--- src/rtl/rcfd_pkg.sv ---
// shared constants and the crc-8 byte update of the frame decoder
package rcfd_pkg;

    localparam int RAW_W    = 12;
    localparam int GAIN_W   = 17;
    localparam int VALUE_W  = 16;
    localparam int PROD_W   = RAW_W + GAIN_W;
    localparam int SUM_W    = 32;

    localparam logic [SUM_W-1:0] ROUND_HALF = 32'h0000_8000;
    localparam logic [7:0]       CRC_POLY   = 8'h07;

    // configuration register indexes
    localparam logic [2:0] CFG_SYNC_FIRST  = 3'd0;
    localparam logic [2:0] CFG_SYNC_SECOND = 3'd1;
    localparam logic [2:0] CFG_TYPE_12     = 3'd2;
    localparam logic [2:0] CFG_TYPE_24     = 3'd3;
    localparam logic [2:0] CFG_GAIN        = 3'd4;
    localparam logic [2:0] CFG_OFFSET      = 3'd5;
    localparam logic [2:0] CFG_DROP_LIMIT  = 3'd6;

    // crc-8, msb first, one byte per call
    function automatic logic [7:0] crc8_byte(input logic [7:0] crc, input logic [7:0] b);
        logic [7:0] c;
        c = crc ^ b;
        for (int k = 0; k < 8; k++)
        begin
            if (c[7])
                c = {c[6:0], 1'b0} ^ CRC_POLY;
            else
                c = {c[6:0], 1'b0};
        end
        return c;
    endfunction

endpackage

--- src/rtl/rcfd_scale.sv ---
// channel scaler: registered raw times gain, then rounding shift and offset
module rcfd_scale
(
    input  logic                            clk,
    input  logic                            mul_en,
    input  logic [rcfd_pkg::RAW_W-1:0]      raw,
    input  logic [rcfd_pkg::GAIN_W-1:0]     gain,
    input  logic [rcfd_pkg::VALUE_W-1:0]    offset,
    output logic [rcfd_pkg::VALUE_W-1:0]    value
);

    logic [rcfd_pkg::PROD_W-1:0] prod_reg;
    logic [rcfd_pkg::SUM_W-1:0]  rounded;

    always_ff @(posedge clk)
    begin
        if (mul_en)
            prod_reg <= rcfd_pkg::PROD_W'(raw) * rcfd_pkg::PROD_W'(gain);
    end

    // round at bit 15, keep 16 bits, add offset with wrap
    assign rounded = rcfd_pkg::SUM_W'(prod_reg) + rcfd_pkg::ROUND_HALF;
    assign value   = rounded[31:16] + offset;

endmodule

--- src/rtl/rc_frame_decoder_crc8.sv ---
// top level of the radio-control serial frame decoder with crc-8 check
//
// channel   dir   contents
// s_*       in    received byte (tdata), rate flag (tuser)
// m_*       out   channel number, scaled value, rssi (tdata), failsafe (tuser), last (tlast)
// cfg_*     in    register writes, no read-back
//
// one received byte is taken per cycle while a frame is being received
// after a good channel frame the byte input is held off while channels are read back
//   from the payload memory: rssi and count first, then for each channel pair three
//   reads, then multiply and load for each channel, set by the single memory read
//   port and the multiply register
// a load waits while the output register holds an item the sink has not taken
// reset puts the decoder in sync hunt; the payload memory is not cleared
module rc_frame_decoder_crc8
#(
    parameter int MAX_FRAME_BYTES = 64,
    parameter int MAX_CHANNELS    = 18,
    parameter int RSSI_POS        = 2,
    parameter int COUNT_POS       = 3,
    parameter int CHAN_START      = 4
)
(
    input  logic        clk,
    input  logic        rst_n,
    input  logic        s_tvalid,
    output logic        s_tready,
    input  logic [7:0]  s_tdata,   // data_byte[7:0]
    input  logic [0:0]  s_tuser,   // rate_ok[0]
    output logic        m_tvalid,
    input  logic        m_tready,
    output logic [31:0] m_tdata,  // channel_number[4:0], channel_value[20:5], signal_strength[28:21]
    output logic [0:0]  m_tuser,   // failsafe[0]
    output logic        m_tlast,
    input  logic        cfg_wr_en,
    input  logic [2:0]  cfg_index,
    input  logic [16:0] cfg_data
);

    localparam int AW      = $clog2(MAX_FRAME_BYTES);
    localparam int LEN_MAX = MAX_FRAME_BYTES + 2;
    localparam int N12     = (MAX_CHANNELS < 12) ? MAX_CHANNELS : 12;
    localparam int N24     = (MAX_CHANNELS < 24) ? MAX_CHANNELS : 24;

    typedef enum logic [3:0]
    {
        S_HUNT, S_SYNC1, S_SYNC2, S_LEN, S_PAYLOAD, S_CRC,
        E_RSSI, E_COUNT, E_B0, E_B1, E_B2, E_MUL, E_OUT
    } state_t;

    // configuration
    logic [7:0]  sync_first_reg, sync_second_reg, type_12_reg, type_24_reg, drop_limit_reg;
    logic [16:0] gain_reg;
    logic [15:0] offset_reg;

    // frame control
    state_t      state_reg;
    logic [7:0]  frame_length_reg, bytes_seen_reg, frame_type_reg, crc_reg;
    logic [4:0]  n_reg, chan_reg;
    logic [7:0]  base_reg;

    // readback payload
    logic [7:0]  rssi_reg, b0_reg, b1_reg;
    logic        fs_reg;

    // output register
    logic        m_tvalid_reg, m_tlast_reg, m_fs_reg;
    logic [4:0]  m_num_reg;
    logic [15:0] m_value_reg;
    logic [7:0]  m_rssi_reg;

    // payload memory
    logic [7:0]  mem [MAX_FRAME_BYTES];
    logic [7:0]  rd_data_reg;
    logic        rd_oob_reg;

    logic        in_take, byte_ok, emitting, out_free, out_load, mul_en, rd_en, rd_oob, wr_en;
    logic [7:0]  in_byte, rd_addr, wr_idx, rd_byte, crc_in, seen_inc;
    logic [11:0] raw;
    logic [15:0] scaled;

    assign in_byte  = s_tdata;
    assign in_take  = s_tvalid && s_tready;
    assign byte_ok  = in_take && s_tuser[0];
    assign crc_in   = rcfd_pkg::crc8_byte(crc_reg, in_byte);
    assign seen_inc = bytes_seen_reg + 8'd1;
    assign out_free = !m_tvalid_reg || m_tready;

    always_comb
    begin
        emitting = state_reg inside {E_RSSI, E_COUNT, E_B0, E_B1, E_B2, E_MUL, E_OUT};
    end

    assign s_tready = !emitting;
    assign out_load = (state_reg == E_OUT) && out_free;
    assign mul_en   = (state_reg == E_MUL);

    // payload write while receiving the frame body
    assign wr_idx = bytes_seen_reg - 8'd1;
    assign wr_en  = byte_ok && (state_reg == S_PAYLOAD) && (int'(wr_idx) < MAX_FRAME_BYTES);

    // read address for the readback sequence
    always_comb
    begin
        rd_en   = 1'b1;
        rd_addr = base_reg;
        case (state_reg)
            E_RSSI:  rd_addr = 8'(RSSI_POS);
            E_COUNT: rd_addr = 8'(COUNT_POS);
            E_B0:    rd_addr = base_reg;
            E_B1:    rd_addr = base_reg + 8'd1;
            E_B2:    rd_addr = base_reg + 8'd2;
            default: rd_en = 1'b0;
        endcase
    end

    assign rd_oob  = int'(rd_addr) >= MAX_FRAME_BYTES;
    assign rd_byte = rd_oob_reg ? 8'd0 : rd_data_reg;

    always_ff @(posedge clk)
    begin
        if (wr_en)
            mem[wr_idx[AW-1:0]] <= in_byte;
        if (rd_en)
        begin
            rd_data_reg <= mem[rd_addr[AW-1:0]];
            rd_oob_reg  <= rd_oob;
        end
    end

    // even channel from b0 and high nibble of b1, odd from low nibble of b1 and b2
    assign raw = chan_reg[0] ? {b1_reg[3:0], rd_byte} : {b0_reg, b1_reg[7:4]};

    rcfd_scale u_scale
    (
        .clk    (clk),
        .mul_en (mul_en),
        .raw    (raw),
        .gain   (gain_reg),
        .offset (offset_reg),
        .value  (scaled)
    );

    // configuration registers
    always_ff @(posedge clk or negedge rst_n)
    begin
        if (!rst_n)
        begin
            sync_first_reg  <= 8'h55;
            sync_second_reg <= 8'h55;
            type_12_reg     <= 8'd0;
            type_24_reg     <= 8'd1;
            gain_reg        <= 17'd17476;
            offset_reg      <= 16'd967;
            drop_limit_reg  <= 8'd255;
        end
        else if (cfg_wr_en)
        begin
            case (cfg_index)
                rcfd_pkg::CFG_SYNC_FIRST:  sync_first_reg  <= cfg_data[7:0];
                rcfd_pkg::CFG_SYNC_SECOND: sync_second_reg <= cfg_data[7:0];
                rcfd_pkg::CFG_TYPE_12:     type_12_reg     <= cfg_data[7:0];
                rcfd_pkg::CFG_TYPE_24:     type_24_reg     <= cfg_data[7:0];
                rcfd_pkg::CFG_GAIN:        gain_reg        <= cfg_data;
                rcfd_pkg::CFG_OFFSET:      offset_reg      <= cfg_data[15:0];
                rcfd_pkg::CFG_DROP_LIMIT:  drop_limit_reg  <= cfg_data[7:0];
                default:                   ;
            endcase
        end
    end

    // frame receive and readback sequencer, with the output register
    always_ff @(posedge clk or negedge rst_n)
    begin
        if (!rst_n)
        begin
            state_reg        <= S_HUNT;
            frame_length_reg <= 8'd0;
            bytes_seen_reg   <= 8'd0;
            frame_type_reg   <= 8'd0;
            crc_reg          <= 8'd0;
            n_reg            <= 5'd0;
            chan_reg         <= 5'd0;
            base_reg         <= 8'd0;
            rssi_reg         <= 8'd0;
            b0_reg           <= 8'd0;
            b1_reg           <= 8'd0;
            fs_reg           <= 1'b0;
            m_tvalid_reg     <= 1'b0;
            m_num_reg        <= 5'd0;
            m_value_reg      <= 16'd0;
            m_rssi_reg       <= 8'd0;
            m_fs_reg         <= 1'b0;
            m_tlast_reg      <= 1'b0;
        end
        else
        begin
            // output valid: set on a load, cleared once the sink takes the item
            if (out_load)
                m_tvalid_reg <= 1'b1;
            else if (m_tready)
                m_tvalid_reg <= 1'b0;

            case (state_reg)
                S_HUNT:
                begin
                    if (byte_ok && (in_byte == sync_first_reg))
                        state_reg <= S_SYNC1;
                end
                S_SYNC1:
                begin
                    if (byte_ok)
                        state_reg <= (in_byte == sync_second_reg) ? S_SYNC2 : S_HUNT;
                end
                S_SYNC2:
                begin
                    if (byte_ok)
                    begin
                        if ((in_byte > 8'd8) && (int'(in_byte) <= LEN_MAX))
                        begin
                            frame_length_reg <= in_byte;
                            bytes_seen_reg   <= 8'd0;
                            crc_reg          <= rcfd_pkg::crc8_byte(8'd0, in_byte);
                            state_reg        <= S_LEN;
                        end
                        else
                            state_reg <= S_HUNT;
                    end
                end
                S_LEN:
                begin
                    if (byte_ok)
                    begin
                        frame_type_reg <= in_byte;
                        bytes_seen_reg <= 8'd1;
                        crc_reg        <= crc_in;
                        state_reg      <= S_PAYLOAD;
                    end
                end
                S_PAYLOAD:
                begin
                    if (byte_ok)
                    begin
                        bytes_seen_reg <= seen_inc;
                        crc_reg        <= crc_in;
                        if (seen_inc == frame_length_reg - 8'd1)
                            state_reg <= S_CRC;
                    end
                end
                S_CRC:
                begin
                    if (byte_ok)
                    begin
                        bytes_seen_reg <= seen_inc;
                        chan_reg       <= 5'd0;
                        base_reg       <= 8'(CHAN_START);
                        // twelve-channel code wins when both codes are equal
                        if ((crc_reg == in_byte) && (frame_type_reg == type_12_reg))
                        begin
                            n_reg     <= 5'(N12);
                            state_reg <= E_RSSI;
                        end
                        else if ((crc_reg == in_byte) && (frame_type_reg == type_24_reg))
                        begin
                            n_reg     <= 5'(N24);
                            state_reg <= E_RSSI;
                        end
                        else
                            state_reg <= S_HUNT;
                    end
                end
                E_RSSI:
                    state_reg <= E_COUNT;
                E_COUNT:
                begin
                    rssi_reg  <= rd_byte;
                    state_reg <= E_B0;
                end
                E_B0:
                begin
                    if (chan_reg == 5'd0)
                        fs_reg <= rd_byte > drop_limit_reg;
                    state_reg <= E_B1;
                end
                E_B1:
                begin
                    b0_reg    <= rd_byte;
                    state_reg <= E_B2;
                end
                E_B2:
                begin
                    b1_reg    <= rd_byte;
                    state_reg <= E_MUL;
                end
                E_MUL:
                    state_reg <= E_OUT;
                E_OUT:
                begin
                    if (out_free)
                    begin
                        m_num_reg    <= chan_reg;
                        m_value_reg  <= scaled;
                        m_rssi_reg   <= rssi_reg;
                        m_fs_reg     <= fs_reg;
                        m_tlast_reg  <= (chan_reg + 5'd1 == n_reg);
                        chan_reg     <= chan_reg + 5'd1;
                        if (chan_reg + 5'd1 == n_reg)
                            state_reg <= S_HUNT;
                        else if (!chan_reg[0])
                            state_reg <= E_MUL;
                        else
                        begin
                            base_reg  <= base_reg + 8'd3;
                            state_reg <= E_B0;
                        end
                    end
                end
                default:
                    state_reg <= S_HUNT;
            endcase
        end
    end

    assign m_tvalid = m_tvalid_reg;
    assign m_tdata  = {3'b000, m_rssi_reg, m_value_reg, m_num_reg};
    assign m_tuser  = m_fs_reg;
    assign m_tlast  = m_tlast_reg;

    // readback never runs past the channel count of the frame
    a_chan_bound: assert property (@(posedge clk) disable iff (!rst_n)
        emitting |-> (chan_reg < n_reg))
        else $error("channel index past frame channel count");

    // readback only starts from a checked crc byte
    a_emit_entry: assert property (@(posedge clk) disable iff (!rst_n)
        $rose(emitting) |-> ($past(state_reg) == S_CRC) && $past(byte_ok))
        else $error("readback started without a crc byte");

    // no payload write can land while the memory is being read back
    a_no_write_in_readback: assert property (@(posedge clk) disable iff (!rst_n)
        emitting |-> !wr_en)
        else $error("payload write during readback");

    // body bytes only arrive for an accepted length
    a_len_valid: assert property (@(posedge clk) disable iff (!rst_n)
        (state_reg == S_PAYLOAD) |-> (frame_length_reg > 8'd8) &&
                                     (bytes_seen_reg < frame_length_reg))
        else $error("payload state with bad length bookkeeping");

endmodule

--- config.mk ---
export PLATFORM = sky130hd
export DESIGN_NAME = rc_frame_decoder_crc8
export DESIGN_NICKNAME = d
export VERILOG_FILES = /design/src/rtl/rcfd_pkg.sv /design/src/rtl/rcfd_scale.sv /design/src/rtl/rc_frame_decoder_crc8.sv
export SDC_FILE = /design/constraint.sdc
export NUM_CORES = 1
export LEC_CHECK = 0
export ABC_AREA = 1
export BUFFER_PORTS_ARGS = -buffer_cell sky130_fd_sc_hd__buf_2
export CAP_MARGIN = 20
export CORE_MARGIN = 2
export CORE_UTILIZATION = 52
export DETAILED_ROUTE_END_ITERATION = 8
export PLACE_DENSITY = 0.65
export SETUP_SLACK_MARGIN = 0.02
export SLEW_MARGIN = 20
export SYNTH_ARGS = -nofsm -noshare
export SYNTH_HDL_FRONTEND = slang
export SYNTH_SLANG_ARGS = --single-unit
--- constraint.sdc ---
create_clock -name clk -period 8.7 [get_ports clk]
set_clock_uncertainty 0.15 [all_clocks]
set_input_delay 0.435 -clock clk [delete_from_list [all_inputs] [get_ports clk]]
set_output_delay 0.435 -clock clk [all_outputs]
set_load 0.05 [all_outputs]
==> flow_metrics.py <==
metrics = {
    "status": {
        "outcome": "finished clean",
    },
    "worst_setup_path": {
        "crit_path_frequent_cell": "inv_1",
        "crit_path_max_incr_delay_ns": 0.87,
        "path_buf_inv": 6,
        "critical_path_class": "reg2reg",
        "endpoint_kind": "flip-flop",
        "critPathRequiredTime_ns": 8.93,
        "cpLargestDelayFamily": "adder cells",
        "crit_path_start_kind": "flip-flop",
        "worstPathArrival_ns": 7.22,
        "cp_slowest_cell": "dfrtp_1",
        "rrSetupSlack_ns": 1.71,
        "worstPathMaxFanout": 26,
        "worstPathCellList": "inv_1, o21ai_0, inv_1, nand2_1, fa_1, inv_1, fa_1, fa_1, fa_1, inv_1, fa_1, inv_1, ha_1, a21oi_1, inv_1, a21oi_1, a21oi_1, a2111oi_0, nand2_1, nand2_1, nand2_1",
    },
    "power": {
        "pwr_density_cell_mw_per_mm2": 252,
        "pwr-share-comb": 0.321,
        "ir_drop_uv": 210,
        "internal_power_mw": 6.95,
        "clkPwrFrac": 0.316,
        "p_sw_frac": 0.373,
        "net-switching-power_mw": 4.13,
        "seq_power_share": 0.363,
        "leakagePower_nw": 19.5,
        "finalPower_mw": 11.1,
    },
    "grt": {
        "antenna_found_initial": 0,
        "grt_pass1_vias": 28500,
        "grt_pass1_wl_um": 166000,
        "track_usage": 0.274,
        "grt-ovfl-total": 0,
        "grt_max_degree": 130,
    },
    "clock_network": {
        "clk_pin_slew_worst_paths_ns": 0.06,
        "cts_root_buffer": "clkbuf_16",
        "cts_max_level": 3,
        "postCtsResizedCells": 0,
        "cts_max_path_buffers": 3,
        "hold_buffers": 11,
        "post-cts-setup-buffer-count": 0,
        "numClockSinks": 716,
        "clk_latency_ns": 0.66,
        "cts_buffers": 79,
        "cts_tree": "done",
    },
    "finish": {
        "stdcell_count": 5332,
        "final_area_sq_mm": 0.0440,
        "drive_gt1_frac": 0.0707,
        "post-route-util": 0.578,
        "syn_to_final_growth_pct": 9.72,
        "fillers": 6657,
        "final_nets": 4528,
        "diodes": 0,
        "largest_reg_flops": 512,
    },
    "placement": {
        "hpwl_um": 69900,
        "dpl_cell_area_sq_mm": 0.0411,
        "routabilityCongestion": 0.923,
        "place_inst": 5174,
        "post-place-ws_ns": 1.90,
        "io_buffers": 66,
    },
    "sta": {
        "timing.final.crit_share": 0.803,
        "tns_ns": 0,
        "timing.final.crit_period_ns": 6.99,
        "setup_viol": 0,
        "fmax_mhz": 143,
        "fin_ws_ns": 1.71,
        "hold_violations": 0,
        "grt_setup_unrepaired": "false",
        "relSlewSlack": 0.239,
        "worstMarginPinSlew_ns": 1.14,
        "slew_violations": 0,
        "hold_slack_ns": 0.0359,
    },
    "die": {
        "die_area_sq_mm": 0.0793,
        "num_rows": 101,
        "die_x_um": 282,
        "ios": 70,
        "floorplan.core_area_sq_mm": 0.0761,
        "start_util": 0.527,
        "die_y_um": 282,
    },
    "drt": {
        "dr.pass1.iters": 6,
        "viasPerCell": 5.42,
        "wl_per_cell_um": 19.9,
        "route.detailed.drc": 0,
        "first_iter_violations": 2652,
        "routed_wl_um": 106000,
        "num_vias": 28900,
        "detail-route-antenna-nets": 0,
    },
    "synth": {
        "synthArstFlopShare": 0.253,
        "synth_warnings": 0,
        "synth-seq-cells": 716,
        "yosys.cell_types.count": 55,
        "netlist_area_sq_mm": 0.0401,
        "synth.top_cells.by_area": "edfxtp_1, dfrtp_1, nand2_1",
        "syn_inst": 4232,
        "yosysTopAreaCell": "edfxtp_1",
        "netlist.area_leader.share": 0.401,
        "ys_seq_area_frac": 0.515,
        "synth_edf_count": 535,
        "synth_ff_type": "edfxtp_1",
        "avgSynthCellArea_sq_um": 9.47,
    },
    "job": {
        "drv_cap": 0,
    },
    "min_path": {
        "holdCritPathClass": "in2reg",
    },
}
[cell usage in the layout (no fill, tap or decap), types with 38 or more instances in the layout]
cell type,Yosys,routed
a21oi_1,62,62
buf_2,77,63
buf_4,27,38
clkbuf_16,0,82
dfrtp_1,153,153
edfxtp_1,535,535
fa_1,150,150
ha_1,108,108
inv_1,692,692
nand2_1,876,874
nand3_1,585,585
nand3b_1,157,157
nor2_1,238,238
o21ai_0,199,196
xnor2_1,48,48
xor2_1,68,68
[Yosys cell counts, types with 4 or more instances]
cell type,n
a21oi_1,62
a31oi_1,5
buf_1,14
buf_2,77
buf_4,27
clkbuf_1,72
dfrtp_1,153
dfstp_2,28
edfxtp_1,535
fa_1,150
ha_1,108
inv_1,692
inv_2,10
nand2_1,876
nand2_2,6
nand3_1,585
nand3b_1,157
nand4_1,15
nor2_1,238
nor2_2,6
nor2_4,6
nor3_1,20
nor4_1,7
o21a_1,8
o21ai_0,199
o21ai_1,7
o21ai_2,5
o22ai_1,4
o31ai_1,6
xnor2_1,48
xor2_1,68
[power by group through the flow]
stage,sequential [mW],clock [mW],combinational (mW)
after CTS,4.02,3.55,3.53
after global routing,4.04,3.69,3.93
after detailed placement,4.09,0,3.51
after global placement,4.09,0,3.47
final,4.03,3.50,3.55
after floorplan,4.01,0,2.53
[routing by layer]
layer | vias to the layer above | GRT usage | routed length (um)
li1 | 13800 | - | -
met3 | 203 | 0.0392 | 6750
met5 | - | 0 | 0
met4 | 0 | 0.0974 | 3730
met2 | 984 | 0.459 | 51300
met1 | 14000 | 0.365 | 44500
[worst reg2reg max path: stages, from the launching register on]
cell and delay [ns]:
dfrtp_1 0.87, inv_1 0.33, o21ai_0 0.64, inv_1 0.39
nand2_1 0.17, fa_1 0.43, inv_1 0.09, fa_1 0.41
fa_1 0.46, fa_1 0.49, inv_1 0.05, fa_1 0.49
inv_1 0.05, ha_1 0.33, a21oi_1 0.21, inv_1 0.06
a21oi_1 0.31, a21oi_1 0.13, a2111oi_0 0.44, nand2_1 0.10
nand2_1 0.08, nand2_1 0.05
[kinds of logic after synthesis]
family / Yosys count / synth area share
simple gates: 1928 / 0.219
fa+ha+maj: 258 / 0.109
flops: 716 / 0.515
xor+xnor: 116 / 0.0253
buf+inv: 897 / 0.0894
other cells: 1 / 0.0000935
compound gates: 316 / 0.0426
[final cells by class]
type | count | area (sq um) | area share
inverters | 704 | 2650 | 0.0603
multi-input cells | 2621 | 15900 | 0.362
well taps | 1030 | 1290 | 0.0293
repair buffers | 114 | 744 | 0.0169
clock inverters | 45 | 581 | 0.0132
flip-flops and latches | 716 | 20600 | 0.469
clock buffers | 102 | 2170 | 0.0493
[final timing paths]
path / end / start / cells past startpoint
worst max-delay path: u_scale.prod_reg[28] / chan_reg[0] / 21
worst min-delay path: mem[31][6] / s_tdata[6] / 1
worst max register to register: u_scale.prod_reg[28] / chan_reg[0] / 21
worst min register to register: m_value_reg[1] / m_value_reg[1] / 2
max in group asynchronous: gain_reg[5] / rst_n / 3
min in group asynchronous: m_value_reg[8] / rst_n / 2
Power figures use the tool's default switching activity.
